**src/rtl/core/rtced_pkg.sv**
```systemverilog
// Shared types and constants for the clock-setting digit editor.
package rtced_pkg;

   // Stream word widths.
   localparam int unsigned ReqDataWidth = 56;
   localparam int unsigned RspDataWidth = 56;
   localparam int unsigned RspUserWidth = 2;

   // Key codes carried in the request word.
   typedef enum logic [2:0] {
      KEY_NEXT      = 3'd0,
      KEY_PREV      = 3'd1,
      KEY_UP        = 3'd2,
      KEY_STEP_DOWN = 3'd3,
      KEY_COMMIT    = 3'd4,
      KEY_NONE      = 3'd5
   } key_type;

   // Cursor positions on the display.
   localparam logic [3:0] POS_FIRST      = 4'd0;
   localparam logic [3:0] POS_YEAR_TENS  = 4'd2;
   localparam logic [3:0] POS_YEAR_ONES  = 4'd3;
   localparam logic [3:0] POS_MONTH_TENS = 4'd4;
   localparam logic [3:0] POS_MONTH_ONES = 4'd5;
   localparam logic [3:0] POS_DAY_TENS   = 4'd6;
   localparam logic [3:0] POS_DAY_ONES   = 4'd7;
   localparam logic [3:0] POS_HOUR_TENS  = 4'd8;
   localparam logic [3:0] POS_HOUR_ONES  = 4'd9;
   localparam logic [3:0] POS_MIN_TENS   = 4'd10;
   localparam logic [3:0] POS_MIN_ONES   = 4'd11;
   localparam logic [3:0] POS_WEEKDAY    = 4'd12;
   localparam logic [3:0] POS_LAST       = POS_WEEKDAY;

   // Wrap limits of the editable digits.
   localparam logic [3:0] LIMIT_ONES       = 4'd9;
   localparam logic [3:0] LIMIT_MIN_TENS   = 4'd6;
   localparam logic [3:0] LIMIT_HOUR_TENS  = 4'd6;
   localparam logic [3:0] LIMIT_DAY_TENS   = 4'd3;
   localparam logic [3:0] LIMIT_MONTH_TENS = 4'd1;
   localparam logic [3:0] LIMIT_YEAR_TENS  = 4'd9;

   // Upper bounds applied after an edit, with their digits.
   localparam int unsigned MinuteMax = 60;
   localparam int unsigned HourMax   = 60;
   localparam int unsigned MonthMax  = 12;
   localparam int unsigned DayMax    = 31;
   localparam logic [7:0] MINUTE_MAX      = 8'(MinuteMax);
   localparam logic [3:0] MINUTE_MAX_TENS = 4'(MinuteMax / 10);
   localparam logic [3:0] MINUTE_MAX_ONES = 4'(MinuteMax % 10);
   localparam logic [7:0] HOUR_MAX        = 8'(HourMax);
   localparam logic [3:0] HOUR_MAX_TENS   = 4'(HourMax / 10);
   localparam logic [3:0] HOUR_MAX_ONES   = 4'(HourMax % 10);
   localparam logic [7:0] MONTH_MAX       = 8'(MonthMax);
   localparam logic [3:0] MONTH_MAX_TENS  = 4'(MonthMax / 10);
   localparam logic [3:0] MONTH_MAX_ONES  = 4'(MonthMax % 10);
   localparam logic [7:0] DAY_MAX         = 8'(DayMax);
   localparam logic [3:0] DAY_MAX_TENS    = 4'(DayMax / 10);
   localparam logic [3:0] DAY_MAX_ONES    = 4'(DayMax % 10);

   // Time held as separate BCD digits.
   typedef struct packed {
      logic [2:0] weekday;
      logic [3:0] second_tens;
      logic [3:0] second_ones;
      logic [3:0] minute_tens;
      logic [3:0] minute_ones;
      logic [3:0] hour_tens;
      logic [3:0] hour_ones;
      logic [3:0] day_tens;
      logic [3:0] day_ones;
      logic [3:0] month_tens;
      logic [3:0] month_ones;
      logic [3:0] year_tens;
      logic [3:0] year_ones;
   } digits_type;

   // Editor state kept between words.
   typedef struct packed {
      logic [3:0] cursor;
      logic       enter_toggle;
      digits_type digits;
   } edit_state_type;

   // Request word fields.
   typedef struct packed {
      logic       kind;
      logic [2:0] key_code;
      logic [7:0] load_seconds;
      logic [7:0] load_minutes;
      logic [7:0] load_hours;
      logic [7:0] load_day;
      logic [7:0] load_month;
      logic [2:0] load_weekday;
      logic [7:0] load_year;
   } req_word_type;

   // Response word fields.
   typedef struct packed {
      logic       write_strobe;
      logic       stay_in_setup;
      logic [3:0] cursor_pos;
      logic [7:0] out_seconds;
      logic [7:0] out_minutes;
      logic [7:0] out_hours;
      logic [7:0] out_day;
      logic [7:0] out_month;
      logic [2:0] out_weekday;
      logic [7:0] out_year;
   } rsp_word_type;

endpackage

```
**src/rtl/core/rtced_step.sv**
```systemverilog
// Combinational edit step: applies one word to the editor state and forms the response.
module rtced_step (
   input  rtced_pkg::req_word_type   req_word,
   input  rtced_pkg::edit_state_type state_cur,
   output rtced_pkg::edit_state_type state_nxt,
   output rtced_pkg::rsp_word_type   rsp_word
);
   import rtced_pkg::*;

   // Step a digit up, wrapping from its limit to zero.
   function automatic logic [3:0] dig_up(input logic [3:0] d, input logic [3:0] lim);
      return (d == lim) ? 4'd0 : d + 4'd1;
   endfunction

   // Step a digit down, wrapping from zero to its limit.
   function automatic logic [3:0] dig_down(input logic [3:0] d, input logic [3:0] lim);
      return (d == 4'd0) ? lim : d - 4'd1;
   endfunction

   // Replace a two-digit value above its bound by the bound.
   function automatic logic [7:0] clamp_pair(input logic [3:0] t, input logic [3:0] o,
                                             input logic [7:0] maxv,
                                             input logic [3:0] max_t,
                                             input logic [3:0] max_o);
      logic [7:0] value;
      value = ({4'd0, t} * 8'd10) + {4'd0, o};
      return (value > maxv) ? {max_t, max_o} : {t, o};
   endfunction

   digits_type d_edit;
   digits_type d_clamp;
   digits_type d_next;
   digits_type d_rsp;
   logic [3:0] cursor_next;
   logic       toggle_next;
   logic       clamp_en;
   logic       strobe;
   logic       stay;
   logic       is_enter;

   // Apply the load or the key press.
   always_comb begin
      d_edit      = state_cur.digits;
      cursor_next = state_cur.cursor;
      toggle_next = state_cur.enter_toggle;
      clamp_en    = 1'b0;
      strobe      = 1'b0;
      stay        = 1'b1;
      is_enter    = 1'b0;
      if (req_word.kind) begin
         d_edit.second_tens = req_word.load_seconds[7:4];
         d_edit.second_ones = req_word.load_seconds[3:0];
         d_edit.minute_tens = req_word.load_minutes[7:4];
         d_edit.minute_ones = req_word.load_minutes[3:0];
         d_edit.hour_tens   = req_word.load_hours[7:4];
         d_edit.hour_ones   = req_word.load_hours[3:0];
         d_edit.day_tens    = req_word.load_day[7:4];
         d_edit.day_ones    = req_word.load_day[3:0];
         d_edit.month_tens  = req_word.load_month[7:4];
         d_edit.month_ones  = req_word.load_month[3:0];
         d_edit.weekday     = req_word.load_weekday;
         d_edit.year_tens   = req_word.load_year[7:4];
         d_edit.year_ones   = req_word.load_year[3:0];
      end else begin
         clamp_en = 1'b1;
         case (key_type'(req_word.key_code))
            KEY_NEXT: begin
               cursor_next = (state_cur.cursor >= POS_LAST) ? POS_FIRST
                                                            : state_cur.cursor + 4'd1;
            end
            KEY_PREV: begin
               cursor_next = (state_cur.cursor == POS_FIRST) ? POS_LAST
                                                             : state_cur.cursor - 4'd1;
            end
            KEY_UP: begin
               case (state_cur.cursor)
                  POS_WEEKDAY:    d_edit.weekday     = state_cur.digits.weekday + 3'd1;
                  POS_MIN_ONES:   d_edit.minute_ones = dig_up(d_edit.minute_ones, LIMIT_ONES);
                  POS_MIN_TENS:   d_edit.minute_tens = dig_up(d_edit.minute_tens,
                                                              LIMIT_MIN_TENS);
                  POS_HOUR_ONES:  d_edit.hour_ones   = dig_up(d_edit.hour_ones, LIMIT_ONES);
                  POS_HOUR_TENS:  d_edit.hour_tens   = dig_up(d_edit.hour_tens,
                                                              LIMIT_HOUR_TENS);
                  POS_DAY_ONES:   d_edit.day_ones    = dig_up(d_edit.day_ones, LIMIT_ONES);
                  POS_DAY_TENS:   d_edit.day_tens    = dig_up(d_edit.day_tens, LIMIT_DAY_TENS);
                  POS_MONTH_ONES: d_edit.month_ones  = dig_up(d_edit.month_ones, LIMIT_ONES);
                  POS_MONTH_TENS: d_edit.month_tens  = dig_up(d_edit.month_tens,
                                                              LIMIT_MONTH_TENS);
                  POS_YEAR_ONES:  d_edit.year_ones   = dig_up(d_edit.year_ones, LIMIT_ONES);
                  POS_YEAR_TENS:  d_edit.year_tens   = dig_up(d_edit.year_tens,
                                                              LIMIT_YEAR_TENS);
                  default: ;
               endcase
            end
            KEY_STEP_DOWN: begin
               case (state_cur.cursor)
                  POS_WEEKDAY:    d_edit.weekday     = state_cur.digits.weekday - 3'd1;
                  POS_MIN_ONES:   d_edit.minute_ones = dig_down(d_edit.minute_ones, LIMIT_ONES);
                  POS_MIN_TENS:   d_edit.minute_tens = dig_down(d_edit.minute_tens,
                                                                LIMIT_MIN_TENS);
                  POS_HOUR_ONES:  d_edit.hour_ones   = dig_down(d_edit.hour_ones, LIMIT_ONES);
                  POS_HOUR_TENS:  d_edit.hour_tens   = dig_down(d_edit.hour_tens,
                                                                LIMIT_HOUR_TENS);
                  POS_DAY_ONES:   d_edit.day_ones    = dig_down(d_edit.day_ones, LIMIT_ONES);
                  POS_DAY_TENS:   d_edit.day_tens    = dig_down(d_edit.day_tens,
                                                                LIMIT_DAY_TENS);
                  POS_MONTH_ONES: d_edit.month_ones  = dig_down(d_edit.month_ones, LIMIT_ONES);
                  POS_MONTH_TENS: d_edit.month_tens  = dig_down(d_edit.month_tens,
                                                                LIMIT_MONTH_TENS);
                  POS_YEAR_ONES:  d_edit.year_ones   = dig_down(d_edit.year_ones, LIMIT_ONES);
                  POS_YEAR_TENS:  d_edit.year_tens   = dig_down(d_edit.year_tens,
                                                                LIMIT_YEAR_TENS);
                  default: ;
               endcase
            end
            KEY_COMMIT: begin
               // The clamp is skipped when the toggle falls back to zero.
               toggle_next = ~state_cur.enter_toggle;
               clamp_en    = toggle_next;
               stay        = toggle_next;
               strobe      = 1'b1;
               is_enter    = 1'b1;
            end
            default: ;
         endcase
      end
   end

   // Bound minutes, hours, month and day.
   always_comb begin
      d_clamp = d_edit;
      {d_clamp.minute_tens, d_clamp.minute_ones} =
         clamp_pair(d_edit.minute_tens, d_edit.minute_ones,
                    MINUTE_MAX, MINUTE_MAX_TENS, MINUTE_MAX_ONES);
      {d_clamp.hour_tens, d_clamp.hour_ones} =
         clamp_pair(d_edit.hour_tens, d_edit.hour_ones, HOUR_MAX, HOUR_MAX_TENS, HOUR_MAX_ONES);
      {d_clamp.month_tens, d_clamp.month_ones} =
         clamp_pair(d_edit.month_tens, d_edit.month_ones,
                    MONTH_MAX, MONTH_MAX_TENS, MONTH_MAX_ONES);
      {d_clamp.day_tens, d_clamp.day_ones} =
         clamp_pair(d_edit.day_tens, d_edit.day_ones, DAY_MAX, DAY_MAX_TENS, DAY_MAX_ONES);
   end

   // Enter reports the digits as they stood before the clamp.
   assign d_next = clamp_en ? d_clamp : d_edit;
   assign d_rsp  = is_enter ? d_edit : d_next;

   assign state_nxt.cursor       = cursor_next;
   assign state_nxt.enter_toggle = toggle_next;
   assign state_nxt.digits       = d_next;

   // Pack the response word.
   assign rsp_word.write_strobe  = strobe;
   assign rsp_word.stay_in_setup = stay;
   assign rsp_word.cursor_pos    = cursor_next;
   assign rsp_word.out_seconds   = {d_rsp.second_tens, d_rsp.second_ones};
   assign rsp_word.out_minutes   = {d_rsp.minute_tens, d_rsp.minute_ones};
   assign rsp_word.out_hours     = {d_rsp.hour_tens, d_rsp.hour_ones};
   assign rsp_word.out_day       = {d_rsp.day_tens, d_rsp.day_ones};
   assign rsp_word.out_month     = {d_rsp.month_tens, d_rsp.month_ones};
   assign rsp_word.out_weekday   = d_rsp.weekday;
   assign rsp_word.out_year      = {d_rsp.year_tens, d_rsp.year_ones};

endmodule

```
**src/rtl/core/rtc_time_set_digit_editor.sv**
```systemverilog
// Top level of the clock-setting digit editor with request and response registers.
//
// Usage: each request word is either a key press (tuser = 0) or a load of the
// time fields read from the clock (tuser = 1). Every accepted word gives
// exactly one response word carrying the cursor position, the packed BCD time
// and two flags: a write strobe raised by enter and the stay-in-setup flag.
// A word is registered on acceptance, passes through the edit logic and lands in
// the response register. One word per cycle is sustained while rsp_tready stays
// high; the edit logic between the two registers is the only path that updates
// the editor state.
// Reset clears the cursor, the enter toggle, all digits and both valid flags.
// When the receiver holds rsp_tready low, the response register holds its word,
// one more word may wait in the request register, and req_tready then drops
// until the response is taken.
module rtc_time_set_digit_editor (
   input  logic                                   clock,
   input  logic                                   reset,
   input  logic                                   req_tvalid,
   output logic                                   req_tready,
   // From bit 0: key_code[2:0], load_seconds[10:3], load_minutes[18:11],
   // load_hours[26:19], load_day[34:27], load_month[42:35],
   // load_weekday[45:43], load_year[53:46], zero fill.
   input  logic [rtced_pkg::ReqDataWidth-1:0]     req_tdata,
   // Bit 0: kind.
   input  logic                                   req_tuser,
   output logic                                   rsp_tvalid,
   input  logic                                   rsp_tready,
   // From bit 0: cursor_pos[3:0], out_seconds[11:4], out_minutes[19:12],
   // out_hours[27:20], out_day[35:28], out_month[43:36], out_weekday[46:44],
   // out_year[54:47], zero fill.
   output logic [rtced_pkg::RspDataWidth-1:0]     rsp_tdata,
   // From bit 0: write_strobe, stay_in_setup.
   output logic [rtced_pkg::RspUserWidth-1:0]     rsp_tuser
);
   import rtced_pkg::*;

   req_word_type   req_word_in;
   req_word_type   req_word_ff;
   logic           req_valid_ff;
   rsp_word_type   rsp_word_in;
   rsp_word_type   rsp_word_ff;
   logic           rsp_valid_ff;
   edit_state_type state_in;
   edit_state_type state_ff;
   logic           advance;

   // Unpack the request word.
   assign req_word_in.kind         = req_tuser;
   assign req_word_in.key_code     = req_tdata[2:0];
   assign req_word_in.load_seconds = req_tdata[10:3];
   assign req_word_in.load_minutes = req_tdata[18:11];
   assign req_word_in.load_hours   = req_tdata[26:19];
   assign req_word_in.load_day     = req_tdata[34:27];
   assign req_word_in.load_month   = req_tdata[42:35];
   assign req_word_in.load_weekday = req_tdata[45:43];
   assign req_word_in.load_year    = req_tdata[53:46];

   // A registered word moves on when the response register is free or being drained.
   assign advance    = req_valid_ff && (!rsp_valid_ff || rsp_tready);
   assign req_tready = !req_valid_ff || advance;

   rtced_step u_step (
      .req_word  (req_word_ff),
      .state_cur (state_ff),
      .state_nxt (state_in),
      .rsp_word  (rsp_word_in)
   );

   // Control state and editor state.
   always_ff @(posedge clock) begin
      if (reset) begin
         req_valid_ff <= 1'b0;
         rsp_valid_ff <= 1'b0;
         state_ff     <= '0;
      end else begin
         if (req_tready) begin
            req_valid_ff <= req_tvalid;
         end
         if (advance) begin
            state_ff     <= state_in;
            rsp_valid_ff <= 1'b1;
         end else if (rsp_tready) begin
            rsp_valid_ff <= 1'b0;
         end
      end
   end

   // Payload registers.
   always_ff @(posedge clock) begin
      if (req_tvalid && req_tready) begin
         req_word_ff <= req_word_in;
      end
      if (advance) begin
         rsp_word_ff <= rsp_word_in;
      end
   end

   // Pack the response word.
   assign rsp_tvalid = rsp_valid_ff;
   assign rsp_tuser  = {rsp_word_ff.stay_in_setup, rsp_word_ff.write_strobe};
   assign rsp_tdata  = {1'b0,
                        rsp_word_ff.out_year,
                        rsp_word_ff.out_weekday,
                        rsp_word_ff.out_month,
                        rsp_word_ff.out_day,
                        rsp_word_ff.out_hours,
                        rsp_word_ff.out_minutes,
                        rsp_word_ff.out_seconds,
                        rsp_word_ff.cursor_pos};

endmodule
```
**config.mk**
```make
export PLATFORM = sky130hd
export DESIGN_NAME = rtc_time_set_digit_editor
export DESIGN_NICKNAME = d
export VERILOG_FILES = /design/src/rtl/core/rtced_pkg.sv /design/src/rtl/core/rtced_step.sv /design/src/rtl/core/rtc_time_set_digit_editor.sv
export SDC_FILE = /design/constraint.sdc
export NUM_CORES = 1
export LEC_CHECK = 0
export CAP_MARGIN = 20
export CELL_PAD_IN_SITES_DETAIL_PLACEMENT = 0
export CELL_PAD_IN_SITES_GLOBAL_PLACEMENT = 2
export CORE_UTILIZATION = 42
export CTS_BUF_LIST = sky130_fd_sc_hd__clkbuf_2 sky130_fd_sc_hd__clkbuf_4 sky130_fd_sc_hd__clkbuf_8
export CTS_CLUSTER_DIAMETER = 30
export DETAILED_ROUTE_END_ITERATION = 10
export DONT_BUFFER_PORTS = 1
export GPL_ROUTABILITY_DRIVEN = 0
export GPL_TIMING_DRIVEN = 0
export PLACE_DENSITY_LB_ADDON = 0.1
export SLEW_MARGIN = 20
export SYNTH_ARGS = -nofsm -noshare
export SYNTH_HDL_FRONTEND = slang
export SYNTH_SLANG_ARGS = --single-unit
```
**constraint.sdc**
```tcl
create_clock -name clock -period 5.3 [get_ports clock]
set_clock_uncertainty 0.15 [all_clocks]
set_input_delay 1.06 -clock clock [delete_from_list [all_inputs] [get_ports clock]]
set_output_delay 1.06 -clock clock [all_outputs]
set_load 0.01 [all_outputs]
```
* Yosys cells after proc, flatten, opt, wreduce, memory -nomap -nowiden
Index checks and enable logic that the tools add are counted.
Word-level totals: flip-flop bits (word level) 170, input port bits 61, output and inout port bits 60, logic and storage cells 183
Cells by class: $add $sub $neg 28, multipliers 4, order comparisons 5, equality and inequality tests 25, mux-type cells 63, bitwise operators 2, reductions and logical operators 20
Operators by type and width (number):
- 4-bit two-way mux | 43
- 40-bit two-way mux | 3
- 40-bit case mux with 2 select lines | 1
- 4-bit by 1-bit adder with 4-bit output, second input constant | 11
- 4-bit equality test, second input constant | 11
- 4-bit logical NOT | 11
- 4-bit by 1-bit subtractor with 4-bit output, second input constant | 11
- 8-bit two-way mux | 5
- 8-bit by 4-bit adder with 8-bit output | 4
- 4-bit by 3-bit multiplier with 7-bit output, second input constant | 4
- 4-bit by 3-bit equality test with 1-bit output, second input constant | 6
- 8-bit by 6-bit > comparator with 1-bit output, second input constant | 2
- 4-bit by 2-bit equality test with 1-bit output, second input constant | 3
- 3-bit two-way mux | 3
- 8-bit by 4-bit > comparator with 1-bit output, second input constant | 1
- 8-bit by 5-bit > comparator with 1-bit output, second input constant | 1
- 4-bit case mux with 2 select lines | 1
- 3-bit by 2-bit equality test with 1-bit output, second input constant | 2
- 1-bit two-way mux | 6
- 3-bit case mux with 2 select lines | 1
- 4-bit by 1-bit equality test with 1-bit output, second input constant | 1
- 4-bit greater-or-equal comparator, second input constant | 1
- 3-bit by 1-bit adder with 3-bit output, second input constant | 1
- 3-bit by 1-bit equality test with 1-bit output, second input constant | 1
- 9 further kinds | 13

* Logic depth before layout (Yosys ltp)
Gate-level depths: netlist of run 1.
depth after elaboration 11, gate-level depth with buffers 19, mapped depth without buffers 19

* By module
Synthesis of run 1 repeated with hierarchy kept, for this count alone.
Second synthesis, totals: cell total of the unflattened synthesis 1167, area total of the unflattened synthesis 11498.5 µm²
Modules (own cells, without submodules):
- rtc_time_set_digit_editor | times used 1, cells an instance 367, area each 5974.5 µm², sequential area each 4524.3 µm²
- rtced_step | times used 1, cells an instance 800, area each 5524.0 µm², sequential area each 0.0 µm²

* Least setup slack after synthesis of run 1
No wires, ideal clock.
path type register -> register, from reg req_word_ff[51] in the netlist's numbering, to reg rsp_word_ff, in the netlist rsp_tdata[20] (data pin), arrival time 4.289 ns, data required time 4.884 ns, slack 0.595 ns, stages on the path, launching flop included 19, path through edfxtp_1 buf_2 inv_1 clkbuf_1 buf_1 o221ai_1 o21ai_0 o21ai_0 o21ai_0 ha_1 ha_1 fa_1 a21oi_1 and4b_1 o31ai_4 o31ai_1 a21oi_4 a211oi_4 nor2_1
RTL lines:
- start, declared | line rtc_time_set_digit_editor.sv:38 | req_word_type req_word_ff;
- start signal, assigned | line rtc_time_set_digit_editor.sv:91 | req_word_ff <= req_word_in;
- end signal, assigned | line rtc_time_set_digit_editor.sv:94 | rsp_word_ff <= rsp_word_in;
- end, declared | line rtc_time_set_digit_editor.sv:41 | rsp_word_type rsp_word_ff;

==> results of run 1 <==
## state kept, by name (all words and copies together) (netlist names)
| signal | flops |
|---|---|
| req_word_ff | 55 |
| rsp_tuser | 2 |
| state_ff | 56 |
| rsp_tdata | 55 |
| req_valid_ff | 1 |
| rsp_tvalid | 1 |
## layer usage
metal | wire [um] | vias to the layer above | part of all wire (%) | GRT usage [%]
li1 | - | 3964 | - | -
met1 | 14200 | 3918 | 46 | 34.3
met5 | 0 | - | 0 | 0
met4 | 878 | 0 | 2.8 | 8.56
met2 | 14100 | 251 | 46 | 40.6
met3 | 1690 | 48 | 5.5 | 5.56
## power by group through the flow
stage	combinational (mW)	clock [mW]	sequential, mW
finish	0.576	0.966	1.56
floorplan	0.400	0	1.57
detailed placement	0.554	0	1.59
global route	0.639	1.04	1.57
CTS	0.566	0.998	1.56
global placement	0.549	0	1.59
## worst min-delay path: cells and delay by family (launching register included)
| kind | cells | cell delay (ns) |
|---|---|---|
| flip-flops | 1 | 0.32 |
| AND/OR/NAND/NOR | 1 | 0.05 |
| AO/OA/AOI/OAI | 1 | 0.05 |
## cells in the final DEF, fill, tap and decap left out, types with 7 or more instances in the layout
| cell type | n |
|---|---|
| nor3_1 | 21 |
| a311oi_1 | 7 |
| nand2b_1 | 13 |
| a21o_1 | 7 |
| xor2_1 | 8 |
| a211oi_1 | 9 |
| a31oi_1 | 13 |
| mux2i_1 | 14 |
| edfxtp_1 | 112 |
| o21ai_0 | 57 |
| nand2_1 | 120 |
| mux2_2 | 15 |
| ha_1 | 63 |
| nor2_1 | 101 |
| clkbuf_8 | 17 |
| a21oi_1 | 82 |
| inv_1 | 48 |
| o21ai_1 | 7 |
| nand3_1 | 30 |
| fa_1 | 8 |
| nand3b_1 | 14 |
| buf_2 | 7 |
| buf_4 | 11 |
| and3_1 | 9 |
| clkbuf_1 | 26 |
| nor2b_1 | 13 |
| and2_1 | 14 |
| o31ai_1 | 7 |
| dfxtp_1 | 58 |
| o211ai_1 | 19 |
| and3b_1 | 9 |
## final timing paths
check                                          startpoint                         to  slack (ns)  depth (start not counted)
worst min register to register  state_ff[41]$_SDFFE_PP0P_  state_ff[41]$_SDFFE_PP0P_        0.31                          2
worst max register to register  req_word_ff[51]$_DFFE_PP_    rsp_tdata[31]$_DFFE_PP_        0.24                         18
worst min-delay path            state_ff[41]$_SDFFE_PP0P_  state_ff[41]$_SDFFE_PP0P_        0.31                          2
worst max-delay path            req_word_ff[51]$_DFFE_PP_    rsp_tdata[31]$_DFFE_PP_        0.24                         18
## Yosys cell counts, drive strengths merged, types with 8 or more instances
master | number | area, sq um
nand2 | 120 | 450
o21ai | 66 | 334
inv | 49 | 184
nor2 | 101 | 379
and3b | 9 | 78.8
a31oi | 13 | 81.3
ha | 64 | 801
clkbuf | 36 | 135
a211oi | 11 | 108
dfxtp | 58 | 1160
edfxtp | 112 | 3360
and3 | 9 | 56.3
buf | 21 | 108
mux2i | 15 | 154
nor3 | 21 | 105
a21oi | 87 | 450
xor2 | 8 | 70.1
fa | 8 | 160
o211ai | 19 | 143
nor2b | 13 | 81.3
o31ai | 10 | 88.8
and2 | 15 | 93.8
mux2 | 16 | 184
nand3b | 14 | 105
nand3 | 30 | 150
nand2b | 14 | 95.1
## cell type report
cell class / count / area share [%]
Timing Repair Buffer: 9 / 0.936
Tap cell: 319 / 3.56
Clock inverter: 15 / 1.57
Buffer: 55 / 2.52
Clock buffer: 17 / 2.08
Inverter: 50 / 1.72
Sequential cell: 170 / 40.3
Multi-Input combinational cell: 793 / 47.3
Antenna cell: 1 / 0.0223
## cells by family (layout without fill, tap and decap cells)
| group | count (synthesis) | count (layout) |
|---|---|---|
| other | 1 | 2 |
| AO/OA/AOI/OAI | 284 | 284 |
| flip-flops | 170 | 170 |
| AND/OR/NAND/NOR | 392 | 392 |
| adder cells (fa/ha/maj) | 72 | 72 |
| buffers and inverters | 107 | 146 |
| XOR/XNOR | 13 | 13 |
| multiplexers | 31 | 31 |
## repair_timing
item / in CTS / in global routing
endpoints found under the hold margin: 0 / 0
endpoints found under the setup margin: 64 / 45
pin swaps: 2 / 2
buffers inserted: 3 / 3
resized for setup: 29 / 15
## stage by stage
stage	util, %	instances
global route	47.4	1428
global placement	44.8	1389
CTS	47.1	1425
finish	47.4	1429
floorplan	-	1070
detailed placement	45.1	1392
==> results.py, run 1 <==
metrics = {
    "floorplanning": {
        "start_util_pct": 43.1,
        "core.rowCount": 56,
        "fp.coreArea_sq_um": 23700,
        "chipHeight_um": 158,
        "fp.dieArea_sq_um": 24900,
        "pin_count": 121,
        "die_w_um": 158,
    },
    "hold_path": {
        "hold_path.class": "reg -> reg",
    },
    "timing": {
        "hold-worst-slack_ns": 0.311,
        "rsz0062_at_grt": "true",
        "fin_crit_sh_pct": 95.5,
        "fin_crit_ns": 5.06,
        "setup_tns_ns": 0,
        "fmax_ghz": 0.198,
        "drv_slew": 0,
        "finalSetupViolCount": 0,
        "postLayoutSetupSlackWorst_ns": 0.238,
        "tightest_slew_ns": 1.11,
        "slew_headroom_pct": 26.0,
        "hold_viol": 0,
    },
    "worst_setup_path": {
        "crit_top_cell": "clkbuf_4",
        "crit_buf_inv": 5,
        "crit_slowest_cell": "fa_1",
        "cp_max_fo": 10,
        "startpoint_type": "register",
        "critical-path-max-stage-delay_ns": 0.47,
        "worst-setup-path-type": "reg -> reg",
        "crit_family": "buffers and inverters",
        "cp_cell_sequence": "clkbuf_4, buf_4, clkbuf_4, clkbuf_4, nand4_1, a311oi_1, a21oi_1, inv_1, ha_1, ha_1, fa_1, and4_1, a21oi_1, o22ai_1, a31oi_1, mux2_2, nand2_1, and2_1",
        "cp.required_ns": 5.39,
        "arrival_ns": 5.15,
        "crit_path_end_kind": "register",
    },
    "detailed_routing": {
        "drtIter0Drc": 565,
        "num_vias": 8181,
        "ant_nets": 0,
        "wl_per_cell_um": 21.6,
        "drc": 0,
        "wl_mm": 30.9,
        "dr.pass1.iters": 5,
        "via_per_inst": 5.72,
    },
    "yosys": {
        "synth-xor-area-share_pct": 1.11,
        "async_reset_ff_share_pct": 0,
        "synth_cells": 1070,
        "synthMuxAreaShare_pct": 3.31,
        "avgSynthCellArea_sq_um": 9.54,
        "synth_warnings": 0,
        "synth_edf_count": 112,
        "seq_area_frac_synth_pct": 44.3,
        "synth_top_family_by_area": "simple AND/OR/NAND/NOR gates",
        "synthesis.nets": 1203,
        "ys.flop_type": "edfxtp_1",
        "syn-cell-area_sq_um": 10200,
        "synth_compound_area_share_pct": 18.5,
        "ys_ff_latch": 170,
        "synth-simple-area-share_pct": 19.1,
        "synth_adder_area_share_pct": 9.41,
        "synthDistinctLibCells": 83,
    },
    "grt": {
        "track_usage_pct": 25.6,
        "antenna_found_initial": 0,
        "overflow": 0,
        "grt_pass1_vias": 7793,
        "grt_max_degree": 35,
        "grt_pass1_wl_mm": 46.6,
    },
    "pwr": {
        "pwr_density_cell_nw_per_um2": 276,
        "switchingPower_mw": 1.03,
        "combPwrFrac_pct": 18.6,
        "internal-power_mw": 2.07,
        "seq_power_share_pct": 50.3,
        "peakVddDrop_mv": 0.155,
        "total_power_mw": 3.10,
        "power.leakage_nw": 4.17,
        "clkPwrFrac_pct": 31.2,
        "netSwitchingFraction_pct": 33.3,
    },
    "placement": {
        "dpl.hpwl_mm": 21.5,
        "place.port_buffers": 0,
        "dpl_cell_area_sq_um": 10700,
        "dp_slack_ns": -1.25,
    },
    "flow_run": {
        "drv_cap": 0,
    },
    "clocking": {
        "cts_sinks": 170,
        "clk_path_buf_depth": 2,
        "cts.clk_slew.worst_paths_ns": 0.11,
        "numCtsBuffers": 17,
        "ctsRootBufferMaster": "clkbuf_8",
        "hold_buffers": 0,
        "cts_tree": "yes",
        "h-tree-depth": 4,
        "clk_latency_ns": 0.49,
    },
    "final_layout": {
        "area_growth_pct": 9.91,
        "stdcell_area_sq_um": 11200,
        "seq_area_sq_um": 4520,
        "multi_input_area_sq_um": 5310,
        "nets": 1229,
        "fillers": 2383,
        "drive_gt1_share_pct": 10.6,
    },
    "run_status": {
        "status": "complete, no violations",
    },
}
(Power assumes the default switching activity.)
==> run 2: changes to the inputs <==
Settings changed: CORE_ASPECT_RATIO from default to 0.9.
==> results.py, run 2 (synthesis results as in run 1) <==
metrics = {
    "detailed_routing": {
        "ant_nets": 0,
        "drc": 5,
        "via_per_inst": 5.82,
        "wl_per_cell_um": 22.1,
        "dr.pass1.iters": 8,
        "num_vias": 8203,
        "wl_mm": 31.1,
        "drtIter0Drc": 684,
    },
    "grt": {
        "overflow": 0,
        "track_usage_pct": 25.2,
        "antenna_found_initial": 1,
        "grt_pass1_wl_mm": 46.7,
        "grt_pass1_vias": 7815,
        "grt_max_degree": 38,
    },
    "floorplanning": {
        "pin_count": 121,
        "chipHeight_um": 150,
        "core.rowCount": 53,
        "fp.dieArea_sq_um": 24900,
        "die_w_um": 166,
        "fp.coreArea_sq_um": 23600,
        "start_util_pct": 43.3,
    },
    "run_status": {
        "status": "finished with violations",
        "violations": "DRC",
    },
    "pwr": {
        "pwr_density_cell_nw_per_um2": 276,
        "power.leakage_nw": 4.17,
        "peakVddDrop_mv": 0.173,
    },
    "worst_setup_path": {
        "cp_max_fo": 8,
        "cp.required_ns": 5.41,
        "worst-setup-path-type": "reg -> reg",
        "startpoint_type": "register",
        "crit_path_end_kind": "register",
        "arrival_ns": 5.14,
        "critPathLaunch": "state_ff[54]$_SDFFE_PP0P_",
        "r2r-start": "state_ff[54]$_SDFFE_PP0P_",
    },
    "hold_path": {
        "hold_path.class": "reg -> reg",
        "hold_start": "state_ff[40]$_SDFFE_PP0P_",
    },
    "timing": {
        "rsz0062_at_grt": "false",
        "hold_viol": 0,
        "tightest_slew_ns": 1.03,
        "fin_crit_ns": 5.03,
        "fmax_ghz": 0.199,
        "drv_slew": 0,
        "finalSetupViolCount": 0,
        "fin_crit_sh_pct": 94.8,
        "postLayoutSetupSlackWorst_ns": 0.273,
        "slew_headroom_pct": 31.0,
    },
    "final_layout": {
        "nets": 1227,
        "layout_commonest_cell": "nand2_1",
        "largest_reg_flops": 56,
        "layout_common_cells": "nand2_1 (119), edfxtp_1 (112), nor2_1 (101), a21oi_1 (83), ha_1 (63)",
        "area_growth_pct": 9.74,
        "drive_gt1_share_pct": 10.7,
        "fillers": 2273,
        "stdcell_area_sq_um": 11200,
        "top_register": "state_ff",
        "n_antenna_cell": 0,
    },
    "clocking": {
        "clk_latency_ns": 0.50,
        "clk_path_buf_depth": 2,
        "h-tree-depth": 4,
        "cts_tree": "yes",
        "cts.clk_slew.worst_paths_ns": 0.11,
        "cts_sinks": 170,
        "numCtsBuffers": 17,
        "ctsRootBufferMaster": "clkbuf_8",
    },
    "placement": {
        "dpl_cell_area_sq_um": 10700,
        "dp_slack_ns": -1.16,
        "dpl.hpwl_mm": 21.9,
        "place.port_buffers": 0,
    },
    "flow_run": {
        "drv_cap": 0,
    },
}
[run 2: cell types whose count changed in the layout (fill, tap and decap cells not counted), sizes merged]
cell / previous run / this run
clkinv: 6 / 8
diode: 1 / 0
buf: 26 / 25
clkbuf: 54 / 53
inv: 56 / 54
[run 2: through the flow]
step | hold WS [ns] | instances | power, mW | setup TNS, ns | utilization (%)
after floorplan | 0.284 | 1070 | 1.97 | 0 | -
after global placement | 0.291 | 1372 | 2.14 | -65.09 | 44.9
after detailed placement | 0.300 | 1375 | 2.15 | -40.43 | 45.2
after CTS | 0.317 | 1405 | 3.11 | 0 | 47.1
after global routing | 0.334 | 1409 | 3.23 | 0 | 47.5
final | 0.313 | 1409 | 3.10 | 0 | 47.5
[run 2: power breakdown]
part           switching (mW)  internal, mW  total (mW)
logic                   0.372         0.207       0.579
clock network           0.603         0.359       0.962
registers              0.0582          1.50        1.56
total                    1.03          2.06        3.10
[run 2: area by class of cell]
| type | instances | area, sq um | area share, % |
|---|---|---|---|
| tap | 302 | 378 | 3.37 |
| clock buffer | 17 | 234 | 2.09 |
| timing repair buffer | 8 | 105 | 0.938 |
| inverter | 50 | 193 | 1.72 |
| multi-input combinational | 793 | 5320 | 47.5 |
| buffer | 54 | 274 | 2.45 |
| clock inverter | 15 | 176 | 1.57 |
| sequential | 170 | 4520 | 40.4 |
[run 2: path summary, 6_finish.rpt]
check | endpoint | slack (ns) | cells after the start
worst max-delay path | rsp_tdata[40]$_DFFE_PP_ | 0.27 | 15
worst min-delay path | state_ff[40]$_SDFFE_PP0P_ | 0.31 | 2
worst max register to register | rsp_tdata[40]$_DFFE_PP_ | 0.27 | 15
worst min register to register | state_ff[40]$_SDFFE_PP0P_ | 0.31 | 2
[run 2: routing by layer]
layer	GRT usage, %	wire length (um)	vias to the layer above
li1	-	-	3968
met1	34.5	14900	3985
met2	40.8	14200	219
met3	4.47	1500	31
met4	7.13	504	0
met5	0	0	-
[run 2: timing repair]
item                                    4_1_cts  5_1_grt
resized for setup                            23       19
hold buffers                                  0        0
pin swaps                                     0        2
endpoints found under the setup margin       64       50
setup buffers                                 0        5
[run 2: worst max-delay path, cell delays in order, from the launching register on]
cell and delay [ns]:
dfxtp_1 0.52, nor2b_1 0.50, nand2_1 0.24, a21oi_1 0.22, mux2_2 0.37, mux2i_1 0.21
inv_1 0.15, ha_1 0.30, ha_1 0.22, fa_1 0.54, o211ai_1 0.15, or3_1 0.37
a21o_1 0.17, a21oi_2 0.21, nor2_1 0.17, or2_2 0.30
